<file path="src/rtl/colmap_pkg.sv">
package colmap_pkg;

	localparam int FRACTION_BITS_DEF = 16;
	localparam int SAMPLE_W = 18;
	localparam int CHAN_W = 8;
	localparam int MAP_W = 2;

	typedef enum logic [MAP_W-1:0] {
		MAP_TURBO     = 2'd0,
		MAP_GRAY      = 2'd1,
		MAP_DIVERGING = 2'd2,
		MAP_WATER     = 2'd3
	} map_sel_t;

	// per-beat control that rides along the pipeline
	typedef struct packed {
		map_sel_t map;
		logic     upper;
	} stage_ctl_t;

endpackage

</file>
<file path="src/rtl/colmap_clamp.sv">
module colmap_clamp #(
	parameter int FRACTION_BITS = colmap_pkg::FRACTION_BITS_DEF
) (
	input  logic                                clk,
	input  logic                                arst_n,
	input  logic                                in_valid,
	output logic                                in_ready,
	input  logic signed [colmap_pkg::SAMPLE_W-1:0] sample_value,
	input  colmap_pkg::map_sel_t                map_select,
	output logic                                out_valid,
	input  logic                                out_ready,
	output logic [FRACTION_BITS:0]              t,
	output colmap_pkg::map_sel_t                map_o
);

	localparam int MAG_W = colmap_pkg::SAMPLE_W - 1;
	localparam int TW = FRACTION_BITS + 1;
	localparam int CW = (TW > MAG_W) ? TW : MAG_W;
	localparam logic [CW-1:0] ONE_C = CW'(1) << FRACTION_BITS;

	logic [CW-1:0] mag;
	logic [CW-1:0] clamp_c;
	logic          vld_s1;
	logic [TW-1:0] t_s1;
	colmap_pkg::map_sel_t map_s1;

	assign mag = CW'(sample_value[MAG_W-1:0]);
	// negative samples go to zero, anything above one saturates at one
	assign clamp_c = sample_value[colmap_pkg::SAMPLE_W-1] ? '0 :
		((mag > ONE_C) ? ONE_C : mag);

	assign in_ready = !vld_s1 || out_ready;

	always_ff @(posedge clk or negedge arst_n) begin
		if (!arst_n) begin
			vld_s1 <= 1'b0;
		end else if (in_ready) begin
			vld_s1 <= in_valid;
		end
	end

	always_ff @(posedge clk) begin
		if (in_ready && in_valid) begin
			t_s1   <= clamp_c[TW-1:0];
			map_s1 <= map_select;
		end
	end

	assign out_valid = vld_s1;
	assign t = t_s1;
	assign map_o = map_s1;

endmodule

</file>
<file path="src/rtl/colmap_operand.sv">
module colmap_operand #(
	parameter int FRACTION_BITS = colmap_pkg::FRACTION_BITS_DEF
) (
	input  logic                         clk,
	input  logic                         arst_n,
	input  logic                         in_valid,
	output logic                         in_ready,
	input  logic [FRACTION_BITS:0]       t,
	input  colmap_pkg::map_sel_t         map_i,
	output logic                         out_valid,
	input  logic                         out_ready,
	output logic [FRACTION_BITS+1:0]     x0,
	output logic [FRACTION_BITS+1:0]     x1,
	output logic [FRACTION_BITS+1:0]     x2,
	output logic [2*FRACTION_BITS+1:0]   tt,
	output colmap_pkg::stage_ctl_t       ctl
);

	localparam int TW = FRACTION_BITS + 1;
	localparam int XW = FRACTION_BITS + 2;
	localparam int QW = 2 * FRACTION_BITS + 2;
	localparam logic [XW-1:0] S_X = XW'(1) << FRACTION_BITS;
	localparam logic [XW-1:0] TWO_S = XW'(1) << (FRACTION_BITS + 1);

	// min(3n, 2s): turbo ramp scaled by 1.5 and saturated at one
	function automatic logic [XW-1:0] turbo_sat(input logic [XW-1:0] n);
		logic [XW:0] n3;
		n3 = {1'b0, n} + {n, 1'b0};
		turbo_sat = (n3 > {1'b0, TWO_S}) ? TWO_S : n3[XW-1:0];
	endfunction

	logic [XW-1:0] tx;
	logic [XW-1:0] t2;
	logic          upper_c;
	logic [XW-1:0] tent;
	logic [XW-1:0] x0_c, x1_c, x2_c;

	logic          vld_s2;
	logic [XW-1:0] x0_s2, x1_s2, x2_s2;
	logic [QW-1:0] tt_s2;
	colmap_pkg::stage_ctl_t ctl_s2;

	assign tx = XW'(t);
	assign t2 = {t, 1'b0};
	assign upper_c = (t2 >= S_X);
	// |2t - s|, the turbo tent distance and the diverging branch offset
	assign tent = upper_c ? (t2 - S_X) : (S_X - t2);

	always_comb begin
		unique case (map_i)
			colmap_pkg::MAP_TURBO: begin
				x0_c = turbo_sat(tx);
				x1_c = turbo_sat(S_X - tent);
				x2_c = turbo_sat(S_X - tx);
			end
			colmap_pkg::MAP_DIVERGING: begin
				if (upper_c) begin
					x0_c = tent;
					x1_c = S_X - tent;
					x2_c = S_X - tent;
				end else begin
					x0_c = S_X - tent;
					x1_c = S_X - tent;
					x2_c = tent;
				end
			end
			colmap_pkg::MAP_GRAY, colmap_pkg::MAP_WATER: begin
				x0_c = tx;
				x1_c = tx;
				x2_c = tx;
			end
		endcase
	end

	assign in_ready = !vld_s2 || out_ready;

	always_ff @(posedge clk or negedge arst_n) begin
		if (!arst_n) begin
			vld_s2 <= 1'b0;
		end else if (in_ready) begin
			vld_s2 <= in_valid;
		end
	end

	always_ff @(posedge clk) begin
		if (in_ready && in_valid) begin
			x0_s2        <= x0_c;
			x1_s2        <= x1_c;
			x2_s2        <= x2_c;
			tt_s2        <= QW'(t) * QW'(t);
			ctl_s2.map   <= map_i;
			ctl_s2.upper <= upper_c;
		end
	end

	assign out_valid = vld_s2;
	assign x0 = x0_s2;
	assign x1 = x1_s2;
	assign x2 = x2_s2;
	assign tt = tt_s2;
	assign ctl = ctl_s2;

endmodule

</file>
<file path="src/rtl/colmap_numer.sv">
module colmap_numer #(
	parameter int FRACTION_BITS = colmap_pkg::FRACTION_BITS_DEF
) (
	input  logic                          clk,
	input  logic                          arst_n,
	input  logic                          in_valid,
	output logic                          in_ready,
	input  logic [FRACTION_BITS+1:0]      x0,
	input  logic [FRACTION_BITS+1:0]      x1,
	input  logic [FRACTION_BITS+1:0]      x2,
	input  logic [2*FRACTION_BITS+1:0]    tt,
	input  colmap_pkg::stage_ctl_t        ctl_i,
	output logic                          out_valid,
	input  logic                          out_ready,
	output logic [2*FRACTION_BITS+9:0]    num0,
	output logic [2*FRACTION_BITS+9:0]    num1,
	output logic [2*FRACTION_BITS+9:0]    num2,
	output colmap_pkg::stage_ctl_t        ctl
);

	localparam int NW = 2 * FRACTION_BITS + 10;
	// constant offsets, integer multiples of s (or s squared)
	localparam logic [NW-1:0] OFS_204 = NW'(204) << FRACTION_BITS;
	localparam logic [NW-1:0] OFS_306 = NW'(306) << FRACTION_BITS;
	localparam logic [NW-1:0] OFS_408 = NW'(408) << FRACTION_BITS;
	localparam logic [NW-1:0] OFS_459 = NW'(459) << FRACTION_BITS;
	localparam logic [NW-1:0] OFS_195 = NW'(195) << FRACTION_BITS;
	localparam logic [NW-1:0] OFS_70SQ = NW'(70) << (2 * FRACTION_BITS);

	logic [NW-1:0] xn0, xn1, xn2, ttn;
	logic [NW-1:0] n0_c, n1_c, n2_c;

	logic          vld_s3;
	logic [NW-1:0] n0_s3, n1_s3, n2_s3;
	colmap_pkg::stage_ctl_t ctl_s3;

	assign xn0 = NW'(x0);
	assign xn1 = NW'(x1);
	assign xn2 = NW'(x2);
	assign ttn = NW'(tt);

	always_comb begin
		unique case (ctl_i.map)
			colmap_pkg::MAP_TURBO, colmap_pkg::MAP_GRAY: begin
				n0_c = NW'(255) * xn0;
				n1_c = NW'(255) * xn1;
				n2_c = NW'(255) * xn2;
			end
			colmap_pkg::MAP_DIVERGING: begin
				if (ctl_i.upper) begin
					n0_c = OFS_408 + NW'(612) * xn0;
					n1_c = OFS_204 + NW'(510) * xn1;
					n2_c = OFS_204 + NW'(408) * xn2;
				end else begin
					n0_c = OFS_204 + NW'(408) * xn0;
					n1_c = OFS_306 + NW'(510) * xn1;
					n2_c = OFS_459 + NW'(561) * xn2;
				end
			end
			colmap_pkg::MAP_WATER: begin
				n0_c = NW'(120) * xn0;
				n1_c = OFS_70SQ + NW'(180) * ttn;
				n2_c = OFS_195 + NW'(60) * xn2;
			end
		endcase
	end

	assign in_ready = !vld_s3 || out_ready;

	always_ff @(posedge clk or negedge arst_n) begin
		if (!arst_n) begin
			vld_s3 <= 1'b0;
		end else if (in_ready) begin
			vld_s3 <= in_valid;
		end
	end

	always_ff @(posedge clk) begin
		if (in_ready && in_valid) begin
			n0_s3  <= n0_c;
			n1_s3  <= n1_c;
			n2_s3  <= n2_c;
			ctl_s3 <= ctl_i;
		end
	end

	assign out_valid = vld_s3;
	assign num0 = n0_s3;
	assign num1 = n1_s3;
	assign num2 = n2_s3;
	assign ctl = ctl_s3;

endmodule

</file>
<file path="src/rtl/colmap_scale.sv">
module colmap_scale #(
	parameter int FRACTION_BITS = colmap_pkg::FRACTION_BITS_DEF
) (
	input  logic                                clk,
	input  logic                                arst_n,
	input  logic                                in_valid,
	output logic                                in_ready,
	input  logic [2*FRACTION_BITS+9:0]          num0,
	input  logic [2*FRACTION_BITS+9:0]          num1,
	input  logic [2*FRACTION_BITS+9:0]          num2,
	input  colmap_pkg::stage_ctl_t              ctl_i,
	output logic                                out_valid,
	input  logic                                out_ready,
	output logic [colmap_pkg::CHAN_W-1:0]       red,
	output logic [colmap_pkg::CHAN_W-1:0]       green,
	output logic [colmap_pkg::CHAN_W-1:0]       blue
);

	localparam int NW = 2 * FRACTION_BITS + 10;
	localparam int CW = colmap_pkg::CHAN_W;
	localparam logic [NW-1:0] CHAN_MAX = NW'((1 << CW) - 1);

	function automatic logic [CW-1:0] sat_chan(input logic [NW-1:0] v);
		sat_chan = (v > CHAN_MAX) ? CHAN_MAX[CW-1:0] : v[CW-1:0];
	endfunction

	logic [NW-1:0] q0, q1, q2;

	logic          vld_s4;
	logic [CW-1:0] red_s4, green_s4, blue_s4;
	colmap_pkg::map_sel_t map_s4;

	// floor by the denominator of each map: 2s, s, 4s, s (s squared for water green)
	always_comb begin
		unique case (ctl_i.map)
			colmap_pkg::MAP_TURBO: begin
				q0 = num0 >> (FRACTION_BITS + 1);
				q1 = num1 >> (FRACTION_BITS + 1);
				q2 = num2 >> (FRACTION_BITS + 1);
			end
			colmap_pkg::MAP_GRAY: begin
				q0 = num0 >> FRACTION_BITS;
				q1 = num1 >> FRACTION_BITS;
				q2 = num2 >> FRACTION_BITS;
			end
			colmap_pkg::MAP_DIVERGING: begin
				q0 = num0 >> (FRACTION_BITS + 2);
				q1 = num1 >> (FRACTION_BITS + 2);
				q2 = num2 >> (FRACTION_BITS + 2);
			end
			colmap_pkg::MAP_WATER: begin
				q0 = num0 >> FRACTION_BITS;
				q1 = num1 >> (2 * FRACTION_BITS);
				q2 = num2 >> FRACTION_BITS;
			end
		endcase
	end

	assign in_ready = !vld_s4 || out_ready;

	always_ff @(posedge clk or negedge arst_n) begin
		if (!arst_n) begin
			vld_s4 <= 1'b0;
		end else if (in_ready) begin
			vld_s4 <= in_valid;
		end
	end

	always_ff @(posedge clk) begin
		if (in_ready && in_valid) begin
			red_s4   <= sat_chan(q0);
			green_s4 <= sat_chan(q1);
			blue_s4  <= sat_chan(q2);
			map_s4   <= ctl_i.map;
		end
	end

	assign out_valid = vld_s4;
	assign red = red_s4;
	assign green = green_s4;
	assign blue = blue_s4;

	// grayscale beats carry one value on all three channels
	a_gray_equal: assert property (@(posedge clk) disable iff (!arst_n)
		vld_s4 && map_s4 == colmap_pkg::MAP_GRAY |-> red_s4 == green_s4 && green_s4 == blue_s4)
		else $error("gray beat with unequal channels");

	// water map bounds: red at most 120, green at least 70, blue at least 195
	a_water_range: assert property (@(posedge clk) disable iff (!arst_n)
		vld_s4 && map_s4 == colmap_pkg::MAP_WATER |->
		red_s4 <= CW'(120) && green_s4 >= CW'(70) && blue_s4 >= CW'(195))
		else $error("water beat out of range");

	// diverging map never drops below its base levels
	a_div_floor: assert property (@(posedge clk) disable iff (!arst_n)
		vld_s4 && map_s4 == colmap_pkg::MAP_DIVERGING |->
		red_s4 >= CW'(51) && green_s4 >= CW'(51) && blue_s4 >= CW'(51))
		else $error("diverging beat below base level");

endmodule

</file>
<file path="src/rtl/scalar_to_rgb_colormap_core.sv">
// Scalar to RGB false-color map. Each beat on the input carries one signed sample in units of
// 2^-FRACTION_BITS; it is clamped to 0..1 and mapped to an 8-bit red, green and blue through
// the map chosen by the configuration register (turbo-like, grayscale, diverging or water).
// The datapath is a four-stage pipeline (clamp, operand, numerator, scale and saturate) that
// takes one beat per clock while the output is not stalled; each beat passes through the
// clamp, operand, numerator and scale registers in order. Backpressure on the output holds
// every occupied stage in place. The map choice travels with each beat, so a configuration
// write affects only beats accepted after it; the configuration port is always ready.
module scalar_to_rgb_colormap_core #(
	parameter int FRACTION_BITS = colmap_pkg::FRACTION_BITS_DEF
) (
	input  logic                                   clk,
	input  logic                                   arst_n,
	input  logic                                   cfg_valid,
	output logic                                   cfg_ready,
	input  logic [colmap_pkg::MAP_W-1:0]           cfg_data,
	input  logic                                   in_valid,
	output logic                                   in_ready,
	input  logic signed [colmap_pkg::SAMPLE_W-1:0] sample_value,
	output logic                                   out_valid,
	input  logic                                   out_ready,
	output logic [colmap_pkg::CHAN_W-1:0]          red,
	output logic [colmap_pkg::CHAN_W-1:0]          green,
	output logic [colmap_pkg::CHAN_W-1:0]          blue
);

	localparam int XW = FRACTION_BITS + 2;
	localparam int QW = 2 * FRACTION_BITS + 2;
	localparam int NW = 2 * FRACTION_BITS + 10;

	colmap_pkg::map_sel_t map_select_q;

	logic                     v1, r1, v2, r2, v3, r3;
	logic [FRACTION_BITS:0]   t1;
	colmap_pkg::map_sel_t     map1;
	logic [XW-1:0]            x0, x1, x2;
	logic [QW-1:0]            tt;
	colmap_pkg::stage_ctl_t   ctl2, ctl3;
	logic [NW-1:0]            num0, num1, num2;

	assign cfg_ready = 1'b1;

	always_ff @(posedge clk or negedge arst_n) begin
		if (!arst_n) begin
			map_select_q <= colmap_pkg::MAP_TURBO;
		end else if (cfg_valid && cfg_ready) begin
			map_select_q <= colmap_pkg::map_sel_t'(cfg_data);
		end
	end

	colmap_clamp #(.FRACTION_BITS(FRACTION_BITS)) u_clamp (
		.clk          (clk),
		.arst_n       (arst_n),
		.in_valid     (in_valid),
		.in_ready     (in_ready),
		.sample_value (sample_value),
		.map_select   (map_select_q),
		.out_valid    (v1),
		.out_ready    (r1),
		.t            (t1),
		.map_o        (map1)
	);

	colmap_operand #(.FRACTION_BITS(FRACTION_BITS)) u_operand (
		.clk       (clk),
		.arst_n    (arst_n),
		.in_valid  (v1),
		.in_ready  (r1),
		.t         (t1),
		.map_i     (map1),
		.out_valid (v2),
		.out_ready (r2),
		.x0        (x0),
		.x1        (x1),
		.x2        (x2),
		.tt        (tt),
		.ctl       (ctl2)
	);

	colmap_numer #(.FRACTION_BITS(FRACTION_BITS)) u_numer (
		.clk       (clk),
		.arst_n    (arst_n),
		.in_valid  (v2),
		.in_ready  (r2),
		.x0        (x0),
		.x1        (x1),
		.x2        (x2),
		.tt        (tt),
		.ctl_i     (ctl2),
		.out_valid (v3),
		.out_ready (r3),
		.num0      (num0),
		.num1      (num1),
		.num2      (num2),
		.ctl       (ctl3)
	);

	colmap_scale #(.FRACTION_BITS(FRACTION_BITS)) u_scale (
		.clk       (clk),
		.arst_n    (arst_n),
		.in_valid  (v3),
		.in_ready  (r3),
		.num0      (num0),
		.num1      (num1),
		.num2      (num2),
		.ctl_i     (ctl3),
		.out_valid (out_valid),
		.out_ready (out_ready),
		.red       (red),
		.green     (green),
		.blue      (blue)
	);

	// an empty or draining output stage frees the whole pipeline
	a_no_false_stall: assert property (@(posedge clk) disable iff (!arst_n)
		!out_valid || out_ready |-> in_ready)
		else $error("input stalled with output free");

endmodule

</file>
<file path="config.mk">
export PLATFORM = sky130hd
export DESIGN_NAME = scalar_to_rgb_colormap_core
export DESIGN_NICKNAME = d
export VERILOG_FILES = /design/src/rtl/colmap_pkg.sv /design/src/rtl/colmap_clamp.sv /design/src/rtl/colmap_operand.sv /design/src/rtl/colmap_numer.sv /design/src/rtl/colmap_scale.sv /design/src/rtl/scalar_to_rgb_colormap_core.sv
export SDC_FILE = /design/constraint.sdc
export NUM_CORES = 2
export LEC_CHECK = 0
export ABC_AREA = 1
export BUFFER_PORTS_ARGS = -buffer_cell sky130_fd_sc_hd__buf_2
export CORE_MARGIN = 2
export CORE_UTILIZATION = 30
export CTS_CLUSTER_SIZE = 20
export DETAILED_ROUTE_END_ITERATION = 16
export GPL_TIMING_DRIVEN = 0
export HOLD_SLACK_MARGIN = 0.12
export PLACE_DENSITY = 0.42
export SKIP_CTS_REPAIR_TIMING = 1
export SYNTH_ARGS = -nofsm -noshare
export SYNTH_HDL_FRONTEND = slang
export SYNTH_SLANG_ARGS = --single-unit
</file>
<file path="constraint.sdc">
create_clock -name clk -period 10.6 [get_ports clk]
set_input_delay 1.59 -clock clk [delete_from_list [all_inputs] [get_ports clk]]
set_output_delay 1.59 -clock clk [all_outputs]
set_load 0.01 [all_outputs]
</file>
# After elaboration in Yosys (flattened, before gate mapping)

Cells that the tools add are included.

Flip-flop bits (word level): 268
Bits in latches: 0
Bits in writable memories: 0
ROM bits: 0
Input bits: 25
Output and inout port bits: 27
Word-level logic and storage cells: 103
Memories kept: 0

$add $sub $neg: 15
$mul: 12
Div/mod/pow operators: 0
Order comparisons: 8
Equality and inequality tests: 9
Shifts and indexed selects: 0
Muxes and demuxes: 19
Bitwise logic cells: 0
Reductions and logical operators: 19

Operator list:

| cell                                                   | count |
|---|---|
| one-hot mux 42 bit (3 select lines)                    | 5 |
| adder 24 x 42 -> 42 bit (first input constant)         | 4 |
| one-hot mux 42 bit (4 select lines)                    | 1 |
| one-hot mux 18 bit (3 select lines)                    | 3 |
| multiplier 8 x 18 -> 26 bit (first input constant)     | 5 |
| adder 25 x 42 -> 42 bit (first input constant)         | 3 |
| > comparator 42 x 8 -> 1 bit (second input constant)   | 3 |
| 2-to-1 mux 42 bit                                      | 3 |
| 2-to-1 mux 18 bit                                      | 6 |
| > comparator 19 x 18 -> 1 bit (second input constant)  | 3 |
| multiplier 6 x 18 -> 24 bit (first input constant)     | 2 |
| multiplier 4 x 18 -> 22 bit (first input constant)     | 2 |
| adder 39 x 42 -> 42 bit (first input constant)         | 1 |
| multiplier 6 x 34 -> 40 bit (first input constant)     | 1 |
| adder 18 x 19 -> 19 bit                                | 2 |
| subtractor 17 x 18 -> 18 bit (first input constant)    | 2 |
| multiplier 17 x 17 -> 34 bit                           | 1 |
| multiplier 10 x 18 -> 28 bit (first input constant)    | 1 |
| adder 17 x 18 -> 19 bit                                | 1 |
| >= comparator 18 x 17 -> 1 bit (second input constant) | 1 |
| subtractor 17 x 17 -> 18 bit (first input constant)    | 1 |
| subtractor 18 x 17 -> 18 bit (second input constant)   | 1 |
| > comparator 17 bit (second input constant)            | 1 |
| 2-to-1 mux 17 bit                                      | 1 |
| other kinds (7)                                        | 28 |

# Longest topological paths before layout

Word-level depth: 7
Depth in mapped cells: 33
Gate-level depth less buffers: 31

# Cells and area by module

Synthesis repeated with hierarchy kept, for this count alone.

Cell total of the unflattened synthesis: 7112
Area total of the unflattened synthesis: 53141.0 µm²

Modules (own cells, without submodules):

| module                      | times used | cells an instance | area each (µm²) | seq. area each (µm²) |
|---|---|---|---|---|
| colmap_numer                | 1          | 4624              | 33902.5         | 3118.0 |
| colmap_operand              | 1          | 2167              | 16550.9         | 2727.6 |
| colmap_scale                | 1          | 232               | 1737.9          | 745.7 |
| colmap_clamp                | 1          | 78                | 862.1           | 595.6 |
| scalar_to_rgb_colormap_core | 1          | 11                | 87.6            | 50.0 |

# Least setup slack after synthesis

Ideal clock, no wire load.

Path type: register to register
Start: register u_clamp.t_s1[15] (netlist: u_clamp.t[15])
End: register u_operand.tt_s2[32] (netlist: u_operand.tt[32]), data pin
Setup time: 265 ps
Arrival time: 5893 ps
Required time: 10335 ps
Path slack: 4442 ps
Stages on the path, launching flop included: 22
Buffers on the path: 2
Path through: edfxtp_1 -> clkbuf_1 -> clkbuf_1 -> nand2_1 -> fa_1 -> fa_1 -> inv_1 -> fa_1 -> inv_1 -> fa_1 -> inv_1 -> fa_1 -> fa_1 -> ha_1 -> a21oi_1 -> o21ai_0 -> a21oi_1 -> nand3_1 -> a21o_1 -> a21boi_0 -> o21ai_0 -> xor2_1

Cells in the longest elaborated chain, start to end: 1

Ends and longest elaborated chain:

| item                         | RTL line             | RTL |
|---|---|---|
| start: declaration           | colmap_clamp.sv:24   | `logic [TW-1:0] t_s1;` |
| start signal: assignment     | colmap_clamp.sv:44   | `t_s1 <= clamp_c[TW-1:0];` |
| multiplier 17 x 17 -> 34 bit | colmap_operand.sv:90 | `tt_s2 <= QW'(t) * QW'(t);` |
| end signal: assignment       | colmap_operand.sv:90 |  |
| end: declaration             | colmap_operand.sv:40 | `logic [QW-1:0] tt_s2;` |

No other way between the ends.
A chain may end at the register's enable or synchronous reset.

# Worst setup path after layout

Same ends and word-level chain as after synthesis.

==> metrics.yaml <==
nNetsFinal: 7649
mappedNetlistArea_um2: 47500
clkTransAtPathRegs_ns: 0.09
worstSetupPathType: "register to register"
vias: 39706
place_ws_ns: 2.75
fin_worst_skew_ns: 0.0247
die_w_um: 402
cts_buffers: 17
cp-end-kind: "register"
antenna_found_initial: 8
core_area_um2: 158000
numPortBuffers: 50
seq_area_frac_synth_pct: 12.1
viasPerCell: 4.70
synth_cells: 6281
num_rows: 146
r2r_cells: 22
cts_root_buf: "clkbuf_16"
layout_common_cells: "1498 x inv_1, 1323 x nand2_1, 642 x ha_1, 627 x fa_1, 424 x nor2_1"
wl_mm: 154
final_area_um2: 51000
startpoint_type: "register"
final_common_cell: "inv_1"
holdPathStages: 0
yosysWarnings: 0
ys_types: 58
worst-path-max-fanout: 10
first_global_vias: 41957
max_slew.worst_pin.slew_ns: 1.05
cts_max_path_buffers: 2
h-tree-depth: 4
grt-ovfl-total: 0
postRouteAntennaNets: 0
cp_common_cell: "fa_1"
synthToLayoutAreaGrowth_pct: 7.44
timing.fmax_mhz: 129
critical-path-max-stage-delay_ns: 0.70
grt.total_usage_pct: 19.3
top_layer: "met4"
ys_ff_latch: 193
drc: 0
async_flop_share_pct: 3.11
status: "complete, no violations"
maxCapViolations: 0
place_area_um2: 50400
wl_met1_mm: 71.1
wire_per_inst_um: 18.2
min_period_ns: 7.77
crit_chain: "clkbuf_1 -> clkbuf_1 -> nand2_1 -> inv_1 -> fa_1 -> fa_1 -> fa_1 -> fa_1 -> inv_1 -> fa_1 -> fa_1 -> inv_1 -> ha_1 -> nand2_1 -> nor2_1 -> nor3b_1 -> nand4_1 -> nand3_1 -> a21o_1 -> a21boi_0 -> o21ai_0 -> xor2_1"
rsz0062_at_grt: "false"
synth-edff-count: 187
critical_path.slowest_cell: "edfxtp_1"
drt_iter0_drc: 2142
relSlewSlack_pct: 29.9
setup_viol: 0
place.gp.congestion: 0.901
cts_sinks: 193
fp.dieArea_um2: 161000
dr_wl_met2_mm: 71.9
cp.required_ns: 10.94
hold_violations: 0
period_share_pct: 73.3
drive_gt1_share_pct: 2.34
setup_tns_ns: 0
dp_hpwl_mm: 136
synth_ff_type: "edfxtp_1"
finalMaxSlewViolations: 0
drt_first_pass_iters: 6
clk_latency_ns: 0.53
cp.arrival_ns: 8.11
tritoncts: "yes"
grt_max_degree: 59
fin_ws_ns: 2.83
die_h_um: 402
avgSynthCellArea_um2: 7.56
grt_pass1_wl_mm: 240
start_util_pct: 30.1
wl_met3_mm: 5.58
top_level_ports: 52
hp-class: "register to register"
final timing paths:
check                      slack, ns                         from                              end
max                             2.83  u_clamp.t[15]$_SDFFCE_PP0P_       u_operand.tt[32]$_DFFE_PP_
min                             0.46  map_select_q[1]$_DFFE_PN0P_       u_clamp.map_o[1]$_DFFE_PP_
max reg2reg                     2.83  u_clamp.t[15]$_SDFFCE_PP0P_       u_operand.tt[32]$_DFFE_PP_
min reg2reg                     0.46  map_select_q[1]$_DFFE_PN0P_       u_clamp.map_o[1]$_DFFE_PP_
max in group asynchronous       9.42                       arst_n  u_operand.out_valid$_DFFE_PN0P_
min in group asynchronous       0.95                       arst_n    u_scale.out_valid$_DFFE_PN0P_
layout make-up:
cell class | instances | area (µm²)
flip-flops and latches | 193 | 5770
repair buffers | 54 | 345
plain buffers | 77 | 327
clock buffers | 18 | 429
clock inverters | 14 | 146
well taps | 2072 | 2590
inverters | 1508 | 5670
multi-input cells | 4504 | 35700
diodes | 3 | 7.51
fillers | 17308 | 107000
layer usage:
layer | vias to the layer above | global-route usage [%]
met5 | - | 0
met4 | 0 | 6.29
met3 | 167 | 1.77
met2 | 683 | 32.6
met1 | 18945 | 25.8
li1 | 19911 | -
worst max-delay path, delay by kind of cell, from the launching register on:
kind	cells	cell delay [ns]
compound gates	3	0.59
xor+xnor	1	0.25
fa+ha+maj	7	3.66
buf+inv	5	1.37
flops	1	0.70
simple gates	6	0.98
synthesized netlist by cell type (4+ instances only):
cell / number / share of area (%)
o2111ai_1: 5 / 0.092
ha_1: 642 / 17
o22ai_1: 18 / 0.24
nor2_1: 426 / 3.4
nand4_1: 91 / 1.2
or2_2: 20 / 0.26
o211ai_1: 14 / 0.22
edfxtp_1: 187 / 12
a21boi_0: 8 / 0.13
clkbuf_1: 60 / 0.47
a31oi_1: 10 / 0.13
nor3b_1: 7 / 0.11
and2_1: 6 / 0.079
a31o_2: 4 / 0.074
buf_4: 5 / 0.079
o21ai_1: 9 / 0.095
nand3_2: 4 / 0.084
o21a_1: 10 / 0.16
xor2_1: 68 / 1.3
nand3_1: 318 / 3.4
a21oi_1: 386 / 4.1
o21ai_0: 261 / 2.8
a21o_1: 21 / 0.33
nor4_1: 19 / 0.25
dfrtp_1: 6 / 0.32
nor3_1: 53 / 0.56
fa_1: 627 / 26
o21bai_1: 27 / 0.43
inv_1: 1500 / 12
o31ai_1: 5 / 0.079
inv_2: 4 / 0.032
o221ai_1: 13 / 0.24
a211oi_1: 8 / 0.13
buf_1: 7 / 0.055
nand2_1: 1323 / 10
xnor2_1: 46 / 0.85
nand3b_1: 28 / 0.44
nor2_2: 5 / 0.066
sequential cells by signal, summed over array words and instances, names as in the netlist:
name                 flops
u_numer.ctl              2
u_operand.x0            18
u_scale.blue             8
u_clamp.t               17
u_scale.green            8
u_clamp.out_valid        1
map_select_q             2
u_numer.num2            13
u_numer.out_valid        1
u_numer.num0            13
u_scale.red              8
u_operand.ctl            3
u_operand.tt            33
u_scale.out_valid        1
u_operand.x2            18
u_operand.out_valid      1
u_operand.x1            18
u_clamp.map_o            2
u_numer.num1            26
through the flow:
| step | cells | hold WS, ns | util (%) |
|---|---|---|---|
| final | 8443 | 0.459 | 32.3 |
| after global routing | 8440 | 0.482 | 32.3 |
| after CTS | 8440 | 0.468 | 32.3 |
| after detailed placement | 8408 | 0.451 | 32.0 |
| after global placement | 8404 | 0.453 | 31.9 |
| after floorplan | 6282 | 0.421 | - |
cell families after synthesis:
logic type               after synthesis  synth area share (%)
XOR/XNOR                             114                  2.10
adder cells (fa/ha/maj)             1269                  43.3
buffers and inverters               1585                  12.6
flip-flops                           193                  12.1
AO/OA/AOI/OAI                        807                  9.32
multiplexers                           2                0.0474
other                                  1               0.00790
AND/OR/NAND/NOR                     2310                  20.4
Power is left out: the tool's default activity adds up to more than one toggle a clock period on the data nets, which glitch-free logic cannot reach.
